`src/rtl/core/ryc_pkg.sv`:
```
// ryc_pkg: shared constants and types for the rgb to Yxy converter
// depends on nothing; used by ryc_matrix, ryc_cell and rgb_to_yxy_convert

package ryc_pkg;

    localparam int PIX_W  = 16;
    localparam int COEF_W = 16;
    localparam int PROD_W = 32;
    localparam int SUM_W  = 34;
    localparam int REM_W  = SUM_W + 1;
    localparam int FRAC_W = 16;
    // one divider cell per quotient bit
    localparam int DIV_CELLS = FRAC_W;

    localparam logic [COEF_W-1:0] COEF_XR = 16'd27031;
    localparam logic [COEF_W-1:0] COEF_XG = 16'd23434;
    localparam logic [COEF_W-1:0] COEF_XB = 16'd11824;
    localparam logic [COEF_W-1:0] COEF_YR = 16'd13938;
    localparam logic [COEF_W-1:0] COEF_YG = 16'd46869;
    localparam logic [COEF_W-1:0] COEF_YB = 16'd4730;
    localparam logic [COEF_W-1:0] COEF_ZR = 16'd1267;
    localparam logic [COEF_W-1:0] COEF_ZG = 16'd7811;
    localparam logic [COEF_W-1:0] COEF_ZB = 16'd62274;

    typedef struct packed {
        logic [REM_W-1:0]  rem_x;
        logic [REM_W-1:0]  rem_y;
        logic [SUM_W-1:0]  den;
        logic [FRAC_W-1:0] quo_x;
        logic [FRAC_W-1:0] quo_y;
        logic [PIX_W-1:0]  luma;
        logic              zero;
        logic              last;
    } cell_data_t;

endpackage

```
`src/rtl/core/ryc_matrix.sv`:
```
// ryc_matrix: three-stage 3x3 matrix multiply, luma rounding and divider setup
// depends on ryc_pkg

module ryc_matrix
    import ryc_pkg::*;
(
    input  logic             clk,
    input  logic             rst_n,
    input  logic             en,
    input  logic             in_valid,
    input  logic [PIX_W-1:0] red,
    input  logic [PIX_W-1:0] green,
    input  logic [PIX_W-1:0] blue,
    input  logic             last_in,
    output logic             out_valid,
    output cell_data_t       out_data
);

    logic [PROD_W-1:0] prod_reg [9];
    logic              last1_reg, last2_reg;
    logic              v1_reg, v2_reg, v3_reg;
    logic [PROD_W-1:0] cx_reg, cy_reg;
    logic [PROD_W:0]   cz_reg;
    cell_data_t        data_reg;

    logic [SUM_W-1:0]  sum;
    logic [PROD_W:0]   luma_round;

    always_ff @(posedge clk or negedge rst_n)
    begin
        if (!rst_n)
        begin
            v1_reg <= 1'b0;
            v2_reg <= 1'b0;
            v3_reg <= 1'b0;
        end
        else if (en)
        begin
            v1_reg <= in_valid;
            v2_reg <= v1_reg;
            v3_reg <= v2_reg;
        end
    end

    // products
    always_ff @(posedge clk)
    begin
        if (en)
        begin
            prod_reg[0] <= COEF_XR * red;
            prod_reg[1] <= COEF_XG * green;
            prod_reg[2] <= COEF_XB * blue;
            prod_reg[3] <= COEF_YR * red;
            prod_reg[4] <= COEF_YG * green;
            prod_reg[5] <= COEF_YB * blue;
            prod_reg[6] <= COEF_ZR * red;
            prod_reg[7] <= COEF_ZG * green;
            prod_reg[8] <= COEF_ZB * blue;
            last1_reg   <= last_in;
        end
    end

    // row sums; X and Y rows never pass 32 bits, Z needs 33
    always_ff @(posedge clk)
    begin
        if (en)
        begin
            cx_reg    <= prod_reg[0] + prod_reg[1] + prod_reg[2];
            cy_reg    <= prod_reg[3] + prod_reg[4] + prod_reg[5];
            cz_reg    <= {1'b0, prod_reg[6]} + {1'b0, prod_reg[7]} + {1'b0, prod_reg[8]};
            last2_reg <= last1_reg;
        end
    end

    assign sum = {2'b00, cx_reg} + {2'b00, cy_reg} + {1'b0, cz_reg};
    assign luma_round = {1'b0, cy_reg} + (PROD_W+1)'(32'h8000);

    always_ff @(posedge clk)
    begin
        if (en)
        begin
            data_reg.rem_x <= {{(REM_W-PROD_W){1'b0}}, cx_reg};
            data_reg.rem_y <= {{(REM_W-PROD_W){1'b0}}, cy_reg};
            data_reg.den   <= sum;
            data_reg.quo_x <= '0;
            data_reg.quo_y <= '0;
            data_reg.luma  <= luma_round[PROD_W] ? {PIX_W{1'b1}}
                                                 : luma_round[PROD_W-1 -: PIX_W];
            data_reg.zero  <= (sum == '0);
            data_reg.last  <= last2_reg;
        end
    end

    assign out_valid = v3_reg;
    assign out_data  = data_reg;

endmodule

```
`config.mk`:
```
export PLATFORM = sky130hd
export DESIGN_NAME = ryc_matrix
export DESIGN_NICKNAME = d
export VERILOG_FILES = /design/src/rtl/core/ryc_pkg.sv /design/src/rtl/core/ryc_matrix.sv
export SDC_FILE = /design/constraint.sdc
export NUM_CORES = 2
export LEC_CHECK = 0
export BUFFER_PORTS_ARGS = -buffer_cell sky130_fd_sc_hd__buf_2
export CAP_MARGIN = 25
export CORE_MARGIN = 4
export CORE_UTILIZATION = 45
export CTS_CLUSTER_SIZE = 14
export DETAILED_ROUTE_END_ITERATION = 7
export PLACE_DENSITY = 0.66
export REMOVE_ABC_BUFFERS = 1
export SLEW_MARGIN = 10
export SYNTH_ARGS = -nofsm -noshare
export SYNTH_HDL_FRONTEND = slang
export SYNTH_SLANG_ARGS = --single-unit
```
`constraint.sdc`:
```
create_clock -name clk -period 6.5 [get_ports clk]
set_clock_uncertainty 0.05 [all_clocks]
set_input_delay 0.975 -clock clk [delete_from_list [all_inputs] [get_ports clk]]
set_output_delay 0.975 -clock clk [all_outputs]
set_load 0.005 [all_outputs]
```
Word-level counts from Yosys, hierarchy flattened

Memory sizes are Yosys's and may differ from the RTL's.
Index checks and enable logic that the tools add are counted.

Memory bits (writable): 288
Word-level logic and storage cells: 36
Output and inout port bits: 155
Bits in registers: 218
Memories kept: 1
Input bits: 53

Memory list:

| memory   | words | width | rd ports | clocked after memory_dff | write ports | line             | source |
|---|---|---|---|---|---|---|---|
| prod_reg | 9     | 32    | 9        | 0                        | 9           | ryc_matrix.sv:19 | `logic [PROD_W-1:0] prod_reg [9];` |

Mux-type cells: 2
$add $sub $neg: 9
Reduce and logical (&&, ||, !) cells: 1
Multiply operators: 9

Operator list:

| kind                                                                  | count |
|---|---|
| 32-bit adder                                                          | 4 |
| 32-bit by 32-bit adder with 33-bit output                             | 2 |
| 15-bit by 16-bit multiplier with 31-bit output (first input constant) | 2 |
| 13-bit by 16-bit multiplier with 29-bit output (first input constant) | 2 |
| 33-bit by 33-bit adder with 34-bit output                             | 1 |
| 34-bit logical NOT                                                    | 1 |
| 32-bit by 16-bit adder with 33-bit output (second input constant)     | 1 |
| 33-bit by 32-bit adder with 33-bit output                             | 1 |
| 16-bit by 16-bit multiplier with 32-bit output (first input constant) | 1 |
| 14-bit by 16-bit multiplier with 30-bit output (first input constant) | 1 |
| 12-bit by 16-bit multiplier with 28-bit output (first input constant) | 1 |
| 11-bit by 16-bit multiplier with 27-bit output (first input constant) | 1 |
| 10-bit by 16-bit multiplier with 26-bit output (first input constant) | 1 |
| 1-bit 2-to-1 mux                                                      | 2 |

Longest topological paths before layout

Depth in word-level cells: 3
Mapped depth: 24
Depth with buffers taken out: 24

Least setup slack after synthesis

Ideal clock, no wire load.

Path type: input-to-reg
From: in green[4]
To: mem prod_reg[4][28] (netlist: prod_reg[0][156]), data pin
Data required time: 6.191 ns
Path buffers: 0
Stages: 24
Setup slack: -0.123 ns
Setup time: 0.259 ns
Arrival time: 6.314 ns
Cell sequence: inv_1 > fa_1 > inv_1 > fa_1 > inv_1 > fa_1 > inv_1 > fa_1 > fa_1 > inv_1 > fa_1 > inv_1 > ha_1 > a21o_1 > a21oi_1 > o21bai_1 > a21o_1 > a22o_1 > nor4_1 > o41ai_1 > a31oi_1 > o21bai_1 > a21oi_1 > xnor2_1

RTL lines:

| element     | line             | source |
|---|---|---|
| from (decl) | ryc_matrix.sv:12 | `input logic [PIX_W-1:0] green,` |
| to (decl)   | ryc_matrix.sv:19 |  |

==> out/qor.yml <==
grt_use_total: 0.2315
crit_path_end_kind: "register"
ant_nets: 0
r2r_start: "cx_reg[1]"
critical_path.top_delay_family: "adder cells"
syn2layout_area_growth_pct: 12.87
die_area_um2: 126900
stdcell_count: 7000
setup_viol: 0
core_um2: 120100
clk_pin_slew_ps: 60
final_hold_viol_count: 0
ys.flop_type: "edfxtp_1"
die_height_um: 356.2
rsz0062_at_grt: "true"
max_stage_delay_ps: 540
port_buffers: 169
htreeDepth: 2
yosys_warnings: 0
dp_hpwl_um: 125100
layout-drive-gt1-share: 0.1143
drv_cap: 0
finalSetupTns_ps: 0
ff2ff_path_depth: 15
ios: 208
ys_ff_latch: 470
tightest_slew_ps: 940.2
crit_top_cell: "fa_1"
vias: 36320
fmax_mhz: 157.5
r2r_setup_slack_ps: 750
numCtsBuffers: 51
dp.cells: 6905
drc: 0
cp_max_fo: 10
grt_pass1_wl_um: 222600
drt_iter0_drc: 2512
grt_pass1_vias: 37750
num-nets-final: 7053
final_util: 0.5126
hold_buffers: 0
gr-total-overflow: 0
fin_hold_ws_ps: 86.82
crit_chain: "buf_2 > buf_4 > ha_1 > fa_1 > inv_1 > fa_1 > inv_1 > fa_1 > fa_1 > fa_1 > ha_1 > buf_4 > and4_1 > inv_1 > a2111oi_2 > buf_4 > o211ai_1 > a311oi_2 > o21a_1 > o211a_1 > o221ai_1 > xnor2_1"
status: "finished, final reports clean"
synth-edff-count: 467
wirelength_um: 143300
clock_sinks: 470
slew_headroom: 0.3732
largest_register_ffs: 252
slew_viol_final: 0
cts_tree: "built"
holdCritPathClass: "in2async"
grt_max_degree: 140
fp.dieW_um: 356.2
cp_slowest_cell: "fa_1"
synthCells: 4808
place.gp.congestion: 0.9501
syn_area_per_cell_um2: 11.35
grt_antenna_before_repair: 7
synth-async-reset-ratio: 0.006383
root_buffer: "clkbuf_16"
initial_core_util: 0.4542
netlist_area_um2: 54560
period_minus_slack_ps: 6347
rows: 127
seq_area_frac_synth: 0.2584
worst_setup_path_start_kind: "primary input"
arrival_ps: 6660
critPathKind: "in2reg"
viasPerCell: 5.188
wire_per_inst_um: 20.47
fin_crit_sh: 0.9765
synthDistinctLibCells: 78
cp.required_ps: 6810
firstDrtPassIters: 8
crit_buf_inv: 7
reg2reg_to: "out_data[1]"
clk_latency_ps: 640
clockBufferDepth: 3
Yosys cell counts, types with 8 or more instances:
cell	count	area share
nand3_1	62	0.0057
a31oi_1	25	0.0029
nor3_1	40	0.0037
o41ai_1	8	0.0013
and3_1	25	0.0029
nor2_1	180	0.012
a21boi_0	14	0.0019
a21oi_1	228	0.021
o21bai_1	43	0.0059
xnor2_1	230	0.037
a211oi_1	19	0.0026
nand2_1	123	0.0085
o21ai_0	114	0.010
or2_2	13	0.0015
buf_4	38	0.0052
or3_1	17	0.0019
nand2b_1	33	0.0038
a2111oi_0	11	0.0018
a21o_1	108	0.015
o21a_1	48	0.0066
or4_1	8	0.0011
nand4_1	14	0.0016
fa_1	702	0.26
inv_1	996	0.069
o211ai_1	14	0.0019
nor2b_1	29	0.0033
o31ai_1	15	0.0021
and4_1	8	0.0013
ha_1	951	0.22
clkbuf_1	10	0.00069
edfxtp_1	467	0.26
xor2_1	77	0.012
and2_1	15	0.0017
worst reg2reg max path, stage by stage, from the launching register on:
cell and delay [ps]:
edfxtp_1 430, fa_1 560, ha_1 160, inv_1 50, fa_1 470, inv_1 40
nor4_1 320, nand2_1 80, or4_1 430, a2111o_1 410, or4_1 420, or4_1 430
or4_1 520, or4_1 490, or4_1 510, nor4_2 180
layer usage:
metal / routed length, um / part of all wire / GRT usage
met5: 12 / 0.000084 / 0
met4: 4258 / 0.030 / 0.06032
met3: 8203 / 0.057 / 0.03313
met2: 65500 / 0.46 / 0.3731
met1: 65320 / 0.46 / 0.3301
kinds of logic (layout without fill, tap and decap cells):
family / after synthesis / after routing / synth area share
fa+ha+maj: 1653 / 1653 / 0.4756
buf+inv: 1044 / 1586 / 0.07444
compound gates: 734 / 734 / 0.08797
simple gates: 594 / 594 / 0.05320
flops: 470 / 470 / 0.2584
xor+xnor: 307 / 307 / 0.04928
mux: 5 / 5 / 0.001009
other cells: 1 / 39 / 0.00006873
cells in the final DEF (no fill, tap or decap), types with 18 or more instances in the layout:
master	synthesis	layout
inv_1	996	996
nand2b_1	33	33
edfxtp_1	467	467
buf_4	38	322
a21oi_1	228	228
a211oi_1	19	18
fa_1	702	702
and3_1	25	25
xor2_1	77	77
nor2b_1	29	29
clkbuf_16	0	51
nor2_1	180	180
conb_1	1	38
o21ai_0	114	113
nor3_1	40	40
o21a_1	48	48
a31oi_1	25	24
buf_2	0	168
ha_1	951	951
a21o_1	108	108
nand2_1	123	123
o21bai_1	43	43
nand3_1	62	62
xnor2_1	230	230
area by class of cell:
| class | instances | area [um^2] |
|---|---|---|
| Antenna cell | 1 | 2.502 |
| Clock buffer | 60 | 1310 |
| Clock inverter | 33 | 435.4 |
| Fill cell | 10660 | 58550 |
| Inverter | 996 | 3739 |
| Multi-Input combinational cell | 3331 | 36590 |
| Sequential cell | 470 | 14100 |
| Tap cell | 1612 | 2017 |
| Timing Repair Buffer | 497 | 3393 |
how the worst max path moves through the flow:
stage                     cells after the start  slack [ps]     start                to
after global placement                       25        -510  green[4]  prod_reg[0][156]
after floorplan                              24        -120  green[4]  prod_reg[0][156]
after detailed placement                     25        -540  green[4]  prod_reg[0][156]
after CTS                                    25         110  green[4]  prod_reg[0][156]
final                                        22         150  green[5]   prod_reg[0][62]
after global routing                         22         -50  green[5]   prod_reg[0][62]
repair_timing:
item / CTS / global route
setup buffers: 0 / 1
endpoints found under the setup margin: 0 / 13
resized for setup: 0 / 10
stage by stage:
stage               setup slack, ps  cell area [um^2]
global placement             -511.8             59780
detailed placement           -541.0             59780
floorplan                    -122.9             54380
finish                        152.5             61580
CTS                           114.6             61530
global route                 -49.44             61580
Power is left out: the tool's default activity adds up to more than one toggle a clock period on the data nets, which glitch-free logic cannot reach.
