--- config.mk ---
export PLATFORM = sky130hd
export DESIGN_NAME = ryc_cell
export DESIGN_NICKNAME = d
export VERILOG_FILES = /design/src/rtl/core/ryc_pkg.sv /design/src/rtl/core/ryc_cell.sv
export SDC_FILE = /design/constraint.sdc
export NUM_CORES = 1
export LEC_CHECK = 0
export ABC_AREA = 1
export BUFFER_PORTS_ARGS = -buffer_cell sky130_fd_sc_hd__buf_2
export CAP_MARGIN = 5
export CORE_ASPECT_RATIO = 1.1
export CORE_MARGIN = 3
export CORE_UTILIZATION = 25
export DETAILED_ROUTE_END_ITERATION = 16
export PLACE_DENSITY_LB_ADDON = 0.08
export SETUP_SLACK_MARGIN = 0.4
export SYNTH_ARGS = -nofsm -noshare
export SYNTH_HDL_FRONTEND = slang
export SYNTH_SLANG_ARGS = --single-unit
--- constraint.sdc ---
create_clock -name clk -period 1 [get_ports clk]
set_input_delay 0.1 -clock clk [delete_from_list [all_inputs] [get_ports clk]]
set_output_delay 0.1 -clock clk [all_outputs]
set_load 0.01 [all_outputs]
--- src/rtl/core/ryc_pkg.sv ---
// ryc_pkg: shared constants and types for the rgb to Yxy converter
// depends on nothing; used by ryc_matrix, ryc_cell and rgb_to_yxy_convert

package ryc_pkg;

    localparam int PIX_W  = 16;
    localparam int COEF_W = 16;
    localparam int PROD_W = 32;
    localparam int SUM_W  = 34;
    localparam int REM_W  = SUM_W + 1;
    localparam int FRAC_W = 16;
    // one divider cell per quotient bit
    localparam int DIV_CELLS = FRAC_W;

    localparam logic [COEF_W-1:0] COEF_XR = 16'd27031;
    localparam logic [COEF_W-1:0] COEF_XG = 16'd23434;
    localparam logic [COEF_W-1:0] COEF_XB = 16'd11824;
    localparam logic [COEF_W-1:0] COEF_YR = 16'd13938;
    localparam logic [COEF_W-1:0] COEF_YG = 16'd46869;
    localparam logic [COEF_W-1:0] COEF_YB = 16'd4730;
    localparam logic [COEF_W-1:0] COEF_ZR = 16'd1267;
    localparam logic [COEF_W-1:0] COEF_ZG = 16'd7811;
    localparam logic [COEF_W-1:0] COEF_ZB = 16'd62274;

    typedef struct packed {
        logic [REM_W-1:0]  rem_x;
        logic [REM_W-1:0]  rem_y;
        logic [SUM_W-1:0]  den;
        logic [FRAC_W-1:0] quo_x;
        logic [FRAC_W-1:0] quo_y;
        logic [PIX_W-1:0]  luma;
        logic              zero;
        logic              last;
    } cell_data_t;

endpackage

--- src/rtl/core/ryc_cell.sv ---
// ryc_cell: one restoring-division cell, one quotient bit of x and y per cell
// depends on ryc_pkg

module ryc_cell
    import ryc_pkg::*;
(
    input  logic       clk,
    input  logic       rst_n,
    input  logic       en,
    input  logic       in_valid,
    input  cell_data_t in_data,
    output logic       out_valid,
    output cell_data_t out_data
);

    logic       valid_reg;
    cell_data_t data_reg;
    cell_data_t data_next;

    logic [REM_W-1:0] shift_x, shift_y, den_ext;
    logic             ge_x, ge_y;

    always_comb
    begin
        den_ext = {1'b0, in_data.den};
        shift_x = {in_data.rem_x[REM_W-2:0], 1'b0};
        shift_y = {in_data.rem_y[REM_W-2:0], 1'b0};
        ge_x    = shift_x >= den_ext;
        ge_y    = shift_y >= den_ext;
        data_next       = in_data;
        data_next.rem_x = ge_x ? shift_x - den_ext : shift_x;
        data_next.rem_y = ge_y ? shift_y - den_ext : shift_y;
        data_next.quo_x = {in_data.quo_x[FRAC_W-2:0], ge_x};
        data_next.quo_y = {in_data.quo_y[FRAC_W-2:0], ge_y};
    end

    always_ff @(posedge clk or negedge rst_n)
    begin
        if (!rst_n)
            valid_reg <= 1'b0;
        else if (en)
            valid_reg <= in_valid;
    end

    always_ff @(posedge clk)
    begin
        if (en)
            data_reg <= data_next;
    end

    assign out_valid = valid_reg;
    assign out_data  = data_reg;

endmodule

After elaboration in Yosys (flattened, before gate mapping)

Cells that the tools add are included.

Add/subtract/negate cells: 2
Magnitude comparators: 2
Mux-type cells: 2

Operator list:

| operator                                                       | count |
|---|---|
| 35-bit by 34-bit greater-or-equal comparator with 1-bit output | 2 |
| 35-bit 2-to-1 mux                                              | 2 |
| 35-bit by 34-bit subtractor with 35-bit output                 | 2 |

Register bits after elaboration: 155
Input port bits: 158
Output and inout bits: 155
Logic and storage cells: 17

Longest topological paths before layout

Gate-level depths: netlist (run 1).

Depth after elaboration: 2
Mapped depth: 16
Mapped depth without buffers: 15

Worst setup path before layout (run 1)

No wires, ideal clock.

Path kind: input port to flip-flop
From: input in_data[64] in the netlist's numbering
To: register data_reg, in the netlist out_data[109] (data pin)
Library setup time: 253 ps
Arrival time: 1,512 ps
Data required time: 747 ps
Path slack: -765 ps
Stages on the path: 14
Path buffers: 1
Cells stage by stage: inv_1 > ha_1 > nand2_1 > nor2_1 > nand2_1 > nor2_1 > nand2_1 > nand3_2 > nand3_2 > nand2_8 > inv_6 > buf_6 > nand2_1 > nand2_1

RTL lines:

| item                 | RTL line       | RTL |
|---|---|---|
| start, declared      | ryc_cell.sv:11 | `input cell_data_t in_data,` |
| end signal, assigned | ryc_cell.sv:48 | `data_reg <= data_next;` |
| end, declared        | ryc_cell.sv:17 | `cell_data_t data_reg;` |

==> results of run 1 <==
## per-layer routing
| layer | vias up | global-route usage |
|---|---|---|
| met5 | - | 0 |
| met4 | 0 | 0.05618 |
| met3 | 38 | 0.02442 |
| li1 | 5919 | - |
| met1 | 5203 | 0.2314 |
| met2 | 228 | 0.3570 |
## stage by stage
stage	TNS [ns]	utilization	instance area [sq um]	worst slack, ns
after global routing	-69.42	0.4273	18120	-0.7938
final	-55.24	0.4273	18120	-0.6959
after CTS	-61.92	0.4118	17460	-0.7159
after detailed placement	-90.97	0.3687	15630	-1.344
after global placement	-89.55	0.3687	15630	-1.331
after floorplan	-49.52	-	11400	-0.7059
## cell type report
cell class,count,area share
Clock inverter,15,0.009738
Sequential cell,155,0.2566
Inverter,220,0.05048
Tap cell,567,0.03916
Multi-Input combinational cell,1043,0.3510
Timing Repair inverter,2,0.001796
Timing Repair Buffer,677,0.2677
Clock buffer,17,0.02348
## placed cells by master, fill, tap and decap left out, types with 3 or more instances in the layout
master,synthesis,routed
a21o_1,4,4
a21oi_1,52,31
a21oi_2,2,22
buf_12,0,12
buf_16,0,4
buf_2,2,296
buf_4,4,275
buf_6,8,7
clkbuf_16,0,20
clkinvlp_4,0,12
dlygate4sd3_1,0,80
edfxtp_1,154,154
ha_1,68,22
ha_4,0,44
inv_1,211,176
inv_2,7,29
inv_6,1,6
inv_8,0,3
nand2_1,612,544
nand2_2,0,56
nand2_4,1,13
nand3_1,74,54
nand3_2,4,22
nand3b_1,20,20
nand4_1,8,8
nor2_1,119,87
nor2_2,2,25
nor2_4,1,10
nor3_1,14,8
nor3_2,4,4
nor3_4,0,6
o21a_1,4,4
o21ai_0,6,4
o21ai_1,4,3
o21bai_1,4,4
xor2_1,34,34
## critical path: stages
cell and delay [ns]:
buf_4 0.10, clkinvlp_4 0.13, ha_4 0.34, nand2_4 0.07, inv_4 0.06, nand2_4 0.05
nor3_4 0.21, nand3_2 0.14, nor2_4 0.14, nor2_4 0.06, nand2_4 0.11, buf_12 0.17
clkinv_16 0.08, nand2_1 0.06, nand2_1 0.05
## logic make-up after synthesis
logic type      count (synthesis)  share of synthesized area
simple gates                  860                     0.3269
flops                         155                     0.4318
compound gates                 76                    0.03881
xor+xnor                       36                    0.02928
fa+ha+maj                      70                    0.08273
mux                             1                   0.001046
buf+inv                       234                    0.08947
## what timing repair did
action / 4_1_cts / 5_1_grt
cloned: 4 / 4
setup buffers: 9 / 9
endpoints found under the setup margin: 228 / 229
pin swaps: 9 / 27
endpoints found under the hold margin: 136 / 43
resized for setup: 49 / 154
## where the power goes
| group | switching [mW] | leakage (nW) | total, mW | internal [mW] |
|---|---|---|---|---|
| clock network | 3.01 | 0.295 | 6.79 | 3.77 |
| logic | 4.53 | 7.17 | 8.44 | 3.91 |
| registers | 0.199 | 1.52 | 8.25 | 8.05 |
| total | 7.75 | 8.98 | 23.5 | 15.7 |
## how the worst min path moves through the flow
stage / from / end / slack, ns
final: in_valid / out_valid / -0.11
after detailed placement: rst_n / out_valid / -0.12
after CTS: in_valid / out_valid / -0.14
after global routing: in_valid / out_valid / -0.13
after global placement: rst_n / out_valid / -0.12
after floorplan: rst_n / out_valid / -0.20
## registers in the layout, summed over array words and instances, names as in the netlist
| register | cells |
|---|---|
| out_data | 154 |
| out_valid | 1 |
==> results.json, run 1 <==
{
  "status": "complete, but fails checks",
  "violations": "hold timing, setup timing",
  "relSlewSlack": 0.8041,
  "pin_count": 313,
  "maxCapViolations": 0,
  "dp_hpwl_um": 36570,
  "ys_seq_area_frac": 0.4318,
  "cp_max_fo": 9,
  "wl_per_cell_um": 16.75,
  "netlist_area_sq_um": 10770,
  "final.min_clock_period_ns": 1.696,
  "core_area_sq_um": 42400,
  "synth_commonest_cells": "nand2_1, inv_1, edfxtp_1",
  "cts_tree": "done",
  "drcViolationCount": 0,
  "reg2reg_from": "out_valid",
  "synth_most_common_cell": "nand2_1",
  "synth_area_leaders": "edfxtp_1, nand2_1, ha_1",
  "synth-seq-cells": 155,
  "path_clk_slew_ns": 0.06,
  "crit_end": "out_data[133]",
  "grt_antenna_before_repair": 0,
  "crit_required_ns": 1.20,
  "wl_met2_um": 23130,
  "worst_setup_path_end_kind": "flip-flop",
  "via_per_inst": 4.224,
  "syn_nets": 1660,
  "drt_first_pass_iters": 5,
  "dr_wl_met3_um": 1547,
  "drt_iter0_drc": 437,
  "grt_pass1_wl_um": 65620,
  "n_antenna_cell": 0,
  "slew_violations": 0,
  "worstSetupStartpointType": "primary input",
  "powerDensity_nw_per_um2": 1296,
  "cts_buffers": 17,
  "ant_nets": 0,
  "hold_depth": 2,
  "worstSetupStartpoint": "in_data[58]",
  "skew_ns": 0,
  "leakage_nw": 8.980,
  "final.setup.worst_slack_ns": -0.6959,
  "ys_types": 33,
  "dieArea_sq_um": 45600,
  "synthFlopType": "edfxtp_1",
  "final-instance-count-excl-fill": 2696,
  "grt_pass1_vias": 11786,
  "r2r-end": "out_valid",
  "hold_ws_ns": -0.1079,
  "postCtsHoldBufs": 80,
  "vias": 11388,
  "gp_congestion": 0.8352,
  "rows": 79,
  "start_util": 0.2539,
  "multi_input_area_sq_um": 6359,
  "fin_crit_sh": 1.696,
  "reg2reg_slack_ns": 0.25,
  "h-tree-depth": 4,
  "arrival_ns": 1.90,
  "drt_wl_total_um": 45150,
  "reg2reg_depth": 1,
  "grt_overflow": 0,
  "clk_latency_ns": 0.44,
  "area_delta_synth_final_pct": 68.25,
  "yosysTopAreaCell": "edfxtp_1",
  "synth_edf_count": 154,
  "io_buffers": 308,
  "regArea_sq_um": 4649,
  "yosys_warnings": 0,
  "rsz0062_at_grt": "true",
  "hold_violations": 43,
  "die_y_um": 223.7,
  "syn_area_per_cell_sq_um": 7.519,
  "root_buffer": "clkbuf_16",
  "wl_met1_um": 19530,
  "grt_max_degree": 42,
  "drive_gt1_frac": 0.4176,
  "yosys.area.top_type_share": 0.4295,
  "hold_class": "primary input to flip-flop",
  "track_usage": 0.1921,
  "nets": 2344,
  "power_mw": 23.48,
  "cts.sinks": 155,
  "max_freq_mhz": 589.7,
  "crit_type": "primary input to flip-flop",
  "ir_drop_mv": 1.223,
  "syn_inst": 1432,
  "chipWidth_um": 203.9,
  "dpl.cell_count": 2558,
  "nFillCells": 4389,
  "async_reset_ff_frac": 0.006452,
  "clock_path_buffers": 2,
  "setup_violations": 227,
  "highest_layer": "met4",
  "worst_slew_pin_slew_ns": 0.2935
}
(Power assumes the default switching activity.)
==> run 2: changes to the inputs <==
--- a/config.mk
+++ b/config.mk
@@ -5,13 +5,13 @@
 export SDC_FILE = /design/constraint.sdc
 export NUM_CORES = 1
 export LEC_CHECK = 0
-export ABC_AREA = 1
-export BUFFER_PORTS_ARGS = -buffer_cell sky130_fd_sc_hd__buf_2
+export BUFFER_PORTS_ARGS = -buffer_cell sky130_fd_sc_hd__clkbuf_2
 export CAP_MARGIN = 5
 export CORE_ASPECT_RATIO = 1.1
 export CORE_MARGIN = 3
 export CORE_UTILIZATION = 25
 export DETAILED_ROUTE_END_ITERATION = 16
+export MAX_ROUTING_LAYER = met4
 export PLACE_DENSITY_LB_ADDON = 0.08
 export SETUP_SLACK_MARGIN = 0.4
 export SYNTH_ARGS = -nofsm -noshare
==> results.json, run 2 <==
{
  "status": "complete, but fails checks",
  "violations": "hold timing, setup timing",
  "vias": 9054,
  "hold_class": "primary input to flip-flop",
  "drt_iter0_drc": 330,
  "fin_area_sq_um": 16760,
  "syn_area_per_cell_sq_um": 11.08,
  "track_usage": 0.1792,
  "cts_buffers": 17,
  "multi_input_area_sq_um": 5255,
  "dpl_cell_area_sq_um": 13500,
  "crit_end": "out_data[93]",
  "netlist_area_sq_um": 9144,
  "cp_max_fo": 7,
  "final.setup.worst_slack_ns": -1.414,
  "reg2reg_from": "out_valid",
  "dr_wl_met3_um": 1640,
  "ys_seq_area_frac": 0.5085,
  "dp_hpwl_um": 26160,
  "area_delta_synth_final_pct": 83.29,
  "wl_per_cell_um": 17.02,
  "final.min_clock_period_ns": 2.414,
  "io_buffers": 308,
  "synth_area_leaders": "edfxtp_1, ha_1, a21oi_1",
  "die_y_um": 206.6,
  "worst_setup_path_end_kind": "flip-flop",
  "drive_gt1_frac": 0.5572,
  "synth_most_common_cell": "edfxtp_1",
  "path_clk_slew_ns": 0.06,
  "ant_nets": 0,
  "nFillCells": 3390,
  "synth-seq-cells": 155,
  "hold_ws_ns": -0.1049,
  "grt_pass1_wl_um": 52030,
  "crit_cells": 13,
  "syn_nets": 1053,
  "maxCapViolations": 0,
  "arrival_ns": 2.60,
  "crit_chain": "clkbuf_16 > inv_8 > ha_4 > nand2b_4 > a21o_1 > a211oi_4 > nor2_2 > o311a_4 > o31a_1 > o31ai_4 > buf_6 > buf_12 > mux2_4",
  "crit_type": "primary input to flip-flop",
  "synthFlopType": "edfxtp_1",
  "async_reset_ff_frac": 0.006452,
  "max_freq_mhz": 414.3,
  "start_util": 0.2570,
  "slowest_delay_ns": 0.33,
  "cts_tree": "done",
  "h-tree-depth": 4,
  "hold_violations": 13,
  "drt_first_pass_iters": 4,
  "worst_slew_pin_slew_ns": 0.6112,
  "rsz0062_at_grt": "true",
  "synth_commonest_cells": "edfxtp_1, a21oi_1, nor2_1",
  "skew_ns": 0,
  "yosysTopAreaCell": "edfxtp_1",
  "slowest_stage": "o311a_4",
  "grt_antenna_before_repair": 1,
  "fin_util": 0.4710,
  "ys_types": 68,
  "drcViolationCount": 0,
  "postCtsHoldBufs": 83,
  "clock_path_buffers": 2,
  "root_buffer": "clkbuf_16",
  "reg2reg_slack_ns": 0.26,
  "worstSetupStartpointType": "primary input",
  "r2r-end": "out_valid",
  "grt_overflow": 0,
  "synth_edf_count": 154,
  "slew_violations": 0,
  "ir_drop_mv": 1.150,
  "drt_wl_total_um": 34530,
  "rows": 72,
  "power_mw": 23.49,
  "leakage_nw": 7.532,
  "regArea_sq_um": 4649,
  "wl_met1_um": 15640,
  "crit_required_ns": 1.19,
  "highest_layer": "met4",
  "via_per_inst": 4.462,
  "chipWidth_um": 188.3,
  "yosys_warnings": 0,
  "worstSetupStartpoint": "in_data[51]",
  "powerDensity_nw_per_um2": 1401,
  "syn_inst": 825,
  "setup_violations": 227,
  "pin_count": 313,
  "nets": 1762,
  "gp_congestion": 0.8291,
  "core_area_sq_um": 35580,
  "yosys.area.top_type_share": 0.5057,
  "fin_crit_sh": 2.414,
  "final_common_cell": "clkbuf_2",
  "layout_common_cells": "clkbuf_2, buf_4, edfxtp_1",
  "dieArea_sq_um": 38910,
  "reg2reg_depth": 1,
  "grt_pass1_vias": 9385,
  "wl_met2_um": 16930,
  "relSlewSlack": 0.5882,
  "grt_max_degree": 22,
  "critPathTopFamily": "compound AO/OA/AOI/OAI gates",
  "crit_buf_inv": 4,
  "largest_reg_flops": 154,
  "clk_latency_ns": 0.43,
  "cts.sinks": 155
}
-- run 2: worst min path at each step --
stage / startpoint / to / slack [ns] / cells after the start
after floorplan: rst_n / out_valid / -0.20 / 0
after global placement: rst_n / out_valid / -0.12 / 1
after detailed placement: rst_n / out_valid / -0.12 / 1
after CTS: in_valid / out_valid / -0.13 / 2
after global routing: in_valid / out_valid / -0.12 / 2
final: in_valid / out_valid / -0.10 / 2
-- run 2: where the power goes --
| group | switching (mW) | leakage, nW | internal (mW) |
|---|---|---|---|
| sequential | 0.212 | 1.52 | 8.08 |
| combinational | 3.88 | 5.73 | 4.37 |
| clock | 2.76 | 0.285 | 4.18 |
-- run 2: logic make-up (layout without fill, tap and decap cells) --
logic type | after synthesis | count (layout) | share of synthesized area
AO/OA/AOI/OAI | 251 | 251 | 0.1757
AND/OR/NAND/NOR | 195 | 195 | 0.1011
flip-flops | 155 | 155 | 0.5085
buffers and inverters | 74 | 796 | 0.03462
adder cells (fa/ha/maj) | 70 | 70 | 0.09743
XOR/XNOR | 58 | 58 | 0.05556
multiplexers | 22 | 22 | 0.02709
other | 0 | 1 | 0
-- run 2: what timing repair did --
action	in CTS	in global routing
endpoints found under the setup margin	228	229
setup buffers	29	14
pin swaps	29	44
endpoints found under the hold margin	103	17
cloned	7	0
resized for setup	184	130
-- run 2: area by class of cell --
cell class                 count  area share
timing repair buffer         716      0.3244
multi-input combinational    596      0.3136
sequential                   155      0.2774
tap                          481     0.03591
clock buffer                  21     0.02628
inverter                      48     0.01224
clock inverter                11     0.01008
antenna                        1   0.0001493
-- run 2: metal layers --
metal / vias up / global-route usage
met4: 0 / 0.03538
met1: 4288 / 0.2258
li1: 4512 / -
met2: 240 / 0.3035
met5: - / -
met3: 14 / 0.03530
-- run 2: per-stage QoR --
stage,hold WS (ns),setup TNS [ns],setup slack (ns),cells
2_1_floorplan,-0.1956,-108.14,-1.659,825
3_3_place_gp,-0.1239,-139.39,-2.108,1864
3_5_place_dp,-0.1224,-143.57,-2.158,1864
4_1_cts,-0.1344,-108.87,-1.471,2015
5_1_grt,-0.1208,-115.82,-1.542,2029
6_report,-0.1049,-99.78,-1.414,2029
==> run 3: changes to the inputs <==
--- a/config.mk
+++ b/config.mk
@@ -5,12 +5,14 @@
 export SDC_FILE = /design/constraint.sdc
 export NUM_CORES = 1
 export LEC_CHECK = 0
+export ABC_AREA = 1
 export BUFFER_PORTS_ARGS = -buffer_cell sky130_fd_sc_hd__clkbuf_2
 export CAP_MARGIN = 5
 export CORE_ASPECT_RATIO = 1.1
 export CORE_MARGIN = 3
 export CORE_UTILIZATION = 25
 export DETAILED_ROUTE_END_ITERATION = 16
+export GPL_ROUTABILITY_DRIVEN = 0
 export MAX_ROUTING_LAYER = met4
 export PLACE_DENSITY_LB_ADDON = 0.08
 export SETUP_SLACK_MARGIN = 0.4
==> results.json, run 3 (synthesis gave the netlist of run 1 again) <==
{
  "status": "complete, but fails checks",
  "violations": "hold timing, setup timing",
  "skew_ns": 0,
  "rows": 79,
  "dp_hpwl_um": 36110,
  "path_clk_slew_ns": 0.07,
  "rsz0062_at_grt": "true",
  "r2r-end": "out_valid",
  "nets": 2333,
  "ant_nets": 0,
  "wl_met1_um": 18910,
  "dpl.cell_count": 2560,
  "start_util": 0.2539,
  "h-tree-depth": 4,
  "n_antenna_cell": 0,
  "powerDensity_nw_per_um2": 1286,
  "drive_gt1_frac": 0.4070,
  "slowest_stage": "ha_4",
  "io_buffers": 308,
  "final.setup.worst_slack_ns": -0.6697,
  "pin_count": 313,
  "setup-tns-final_ns": -51.78,
  "fin_crit_sh": 1.670,
  "place_ws_ns": -1.314,
  "grt_pass1_wl_um": 64890,
  "reg2reg_depth": 1,
  "clk_latency_ns": 0.45,
  "reg2reg_from": "out_valid",
  "worstSetupStartpointType": "primary input",
  "dieArea_sq_um": 45600,
  "crit_type": "primary input to flip-flop",
  "nFillCells": 4355,
  "track_usage": 0.1947,
  "root_buffer": "clkbuf_16",
  "hold_violations": 39,
  "drcViolationCount": 0,
  "area_delta_synth_final_pct": 65.35,
  "chipWidth_um": 203.9,
  "final-instance-count-excl-fill": 2685,
  "crit_chain": "clkbuf_2 > inv_1 > buf_12 > ha_4 > nand2_2 > inv_1 > nand2_1 > nand2_2 > a21oi_2 > nand3_2 > nand3_4 > nand2_8 > buf_12 > nand3_1 > nand2_1",
  "crit_required_ns": 1.20,
  "ir_drop_mv": 1.186,
  "cts_buffers": 17,
  "wl_met2_um": 21850,
  "cp_max_fo": 8,
  "hold_path.startpoint": "in_valid",
  "crit_buf_inv": 5,
  "clock_path_buffers": 2,
  "cts.sinks": 155,
  "core_area_sq_um": 42400,
  "leakage_nw": 8.894,
  "slowest_delay_ns": 0.25,
  "drt_wl_total_um": 43330,
  "hold_class": "primary input to flip-flop",
  "grt_pass1_vias": 11579,
  "grt_max_degree": 41,
  "slew_violations": 0,
  "hold_depth": 2,
  "worst_setup_path_end_kind": "flip-flop",
  "arrival_ns": 1.87,
  "max_freq_mhz": 598.9,
  "die_y_um": 223.7,
  "drt_iter0_drc": 502,
  "setup_violations": 227,
  "worst_slew_pin_slew_ns": 0.3127,
  "final.min_clock_period_ns": 1.670,
  "highest_layer": "met4",
  "postCtsHoldBufs": 80,
  "hold_ws_ns": -0.1091,
  "relSlewSlack": 0.7893,
  "reg2reg_slack_ns": 0.25,
  "wl_per_cell_um": 16.14,
  "largest_reg_flops": 154,
  "final_common_cell": "nand2_1",
  "dr_wl_met3_um": 1450,
  "grt_overflow": 0,
  "holdPathEnd": "out_valid",
  "grt_antenna_before_repair": 0,
  "critPathTopFamily": "simple AND/OR/NAND/NOR gates",
  "cts_tree": "done",
  "maxCapViolations": 0,
  "drt_first_pass_iters": 5,
  "vias": 11330,
  "layout_common_cells": "nand2_1, clkbuf_2, buf_4",
  "via_per_inst": 4.220
}
==> run 3: area by class of cell <==
type	count	area, sq um	share of cell area
multi-input combinational	1043	6357	0.3571
sequential	155	4649	0.2611
timing repair buffer	667	4616	0.2592
inverter	220	889.6	0.04996
tap	567	709.4	0.03985
clock buffer	17	425.4	0.02389
clock inverter	15	141.4	0.007941
timing repair inverter	1	16.27	0.0009136
==> run 3: through the flow <==
stage	hold WS (ns)	area [sq um]	utilization	power (mW)
floorplan	-0.1956	11400	-	12.10
global placement	-0.1242	15620	0.3684	15.85
detailed placement	-0.1208	15620	0.3684	15.87
CTS	-0.1483	17430	0.4110	23.00
global route	-0.1344	17800	0.4199	24.32
finish	-0.1091	17800	0.4199	22.89
==> run 3: metal layers <==
layer	up-vias	global-route usage
met4	0	0.06351
met5	-	-
met1	5130	0.2314
met2	254	0.3432
li1	5904	-
met3	42	0.02311
==> run 3: report_power, final <==
part	switching [mW]	internal [mW]	total (mW)	leakage, nW
clock	2.95	3.47	6.42	0.270
sequential	0.240	8.06	8.30	1.52
combinational	4.44	3.72	8.17	7.11
==> run 3: worst max path at each step <==
stage	end	cells after the start	from	slack, ns
after detailed placement	out_data[119]	11	in_data[80]	-1.31
final	out_data[143]	15	in_data[63]	-0.67
after global routing	out_data[143]	16	in_data[56]	-0.76
after floorplan	out_data[109]	14	in_data[55]	-0.71
after global placement	out_data[143]	12	in_data[80]	-1.28
after CTS	out_data[123]	14	in_data[59]	-0.61
==> run 3: what timing repair did <==
| item | 4_1_cts | 5_1_grt |
|---|---|---|
| endpoints found under the setup margin | 228 | 229 |
| resized for setup | 92 | 95 |
| gates cloned | 1 | 1 |
| pin swaps | 7 | 24 |
| endpoints found under the hold margin | 139 | 36 |
| buffers inserted | 7 | 4 |
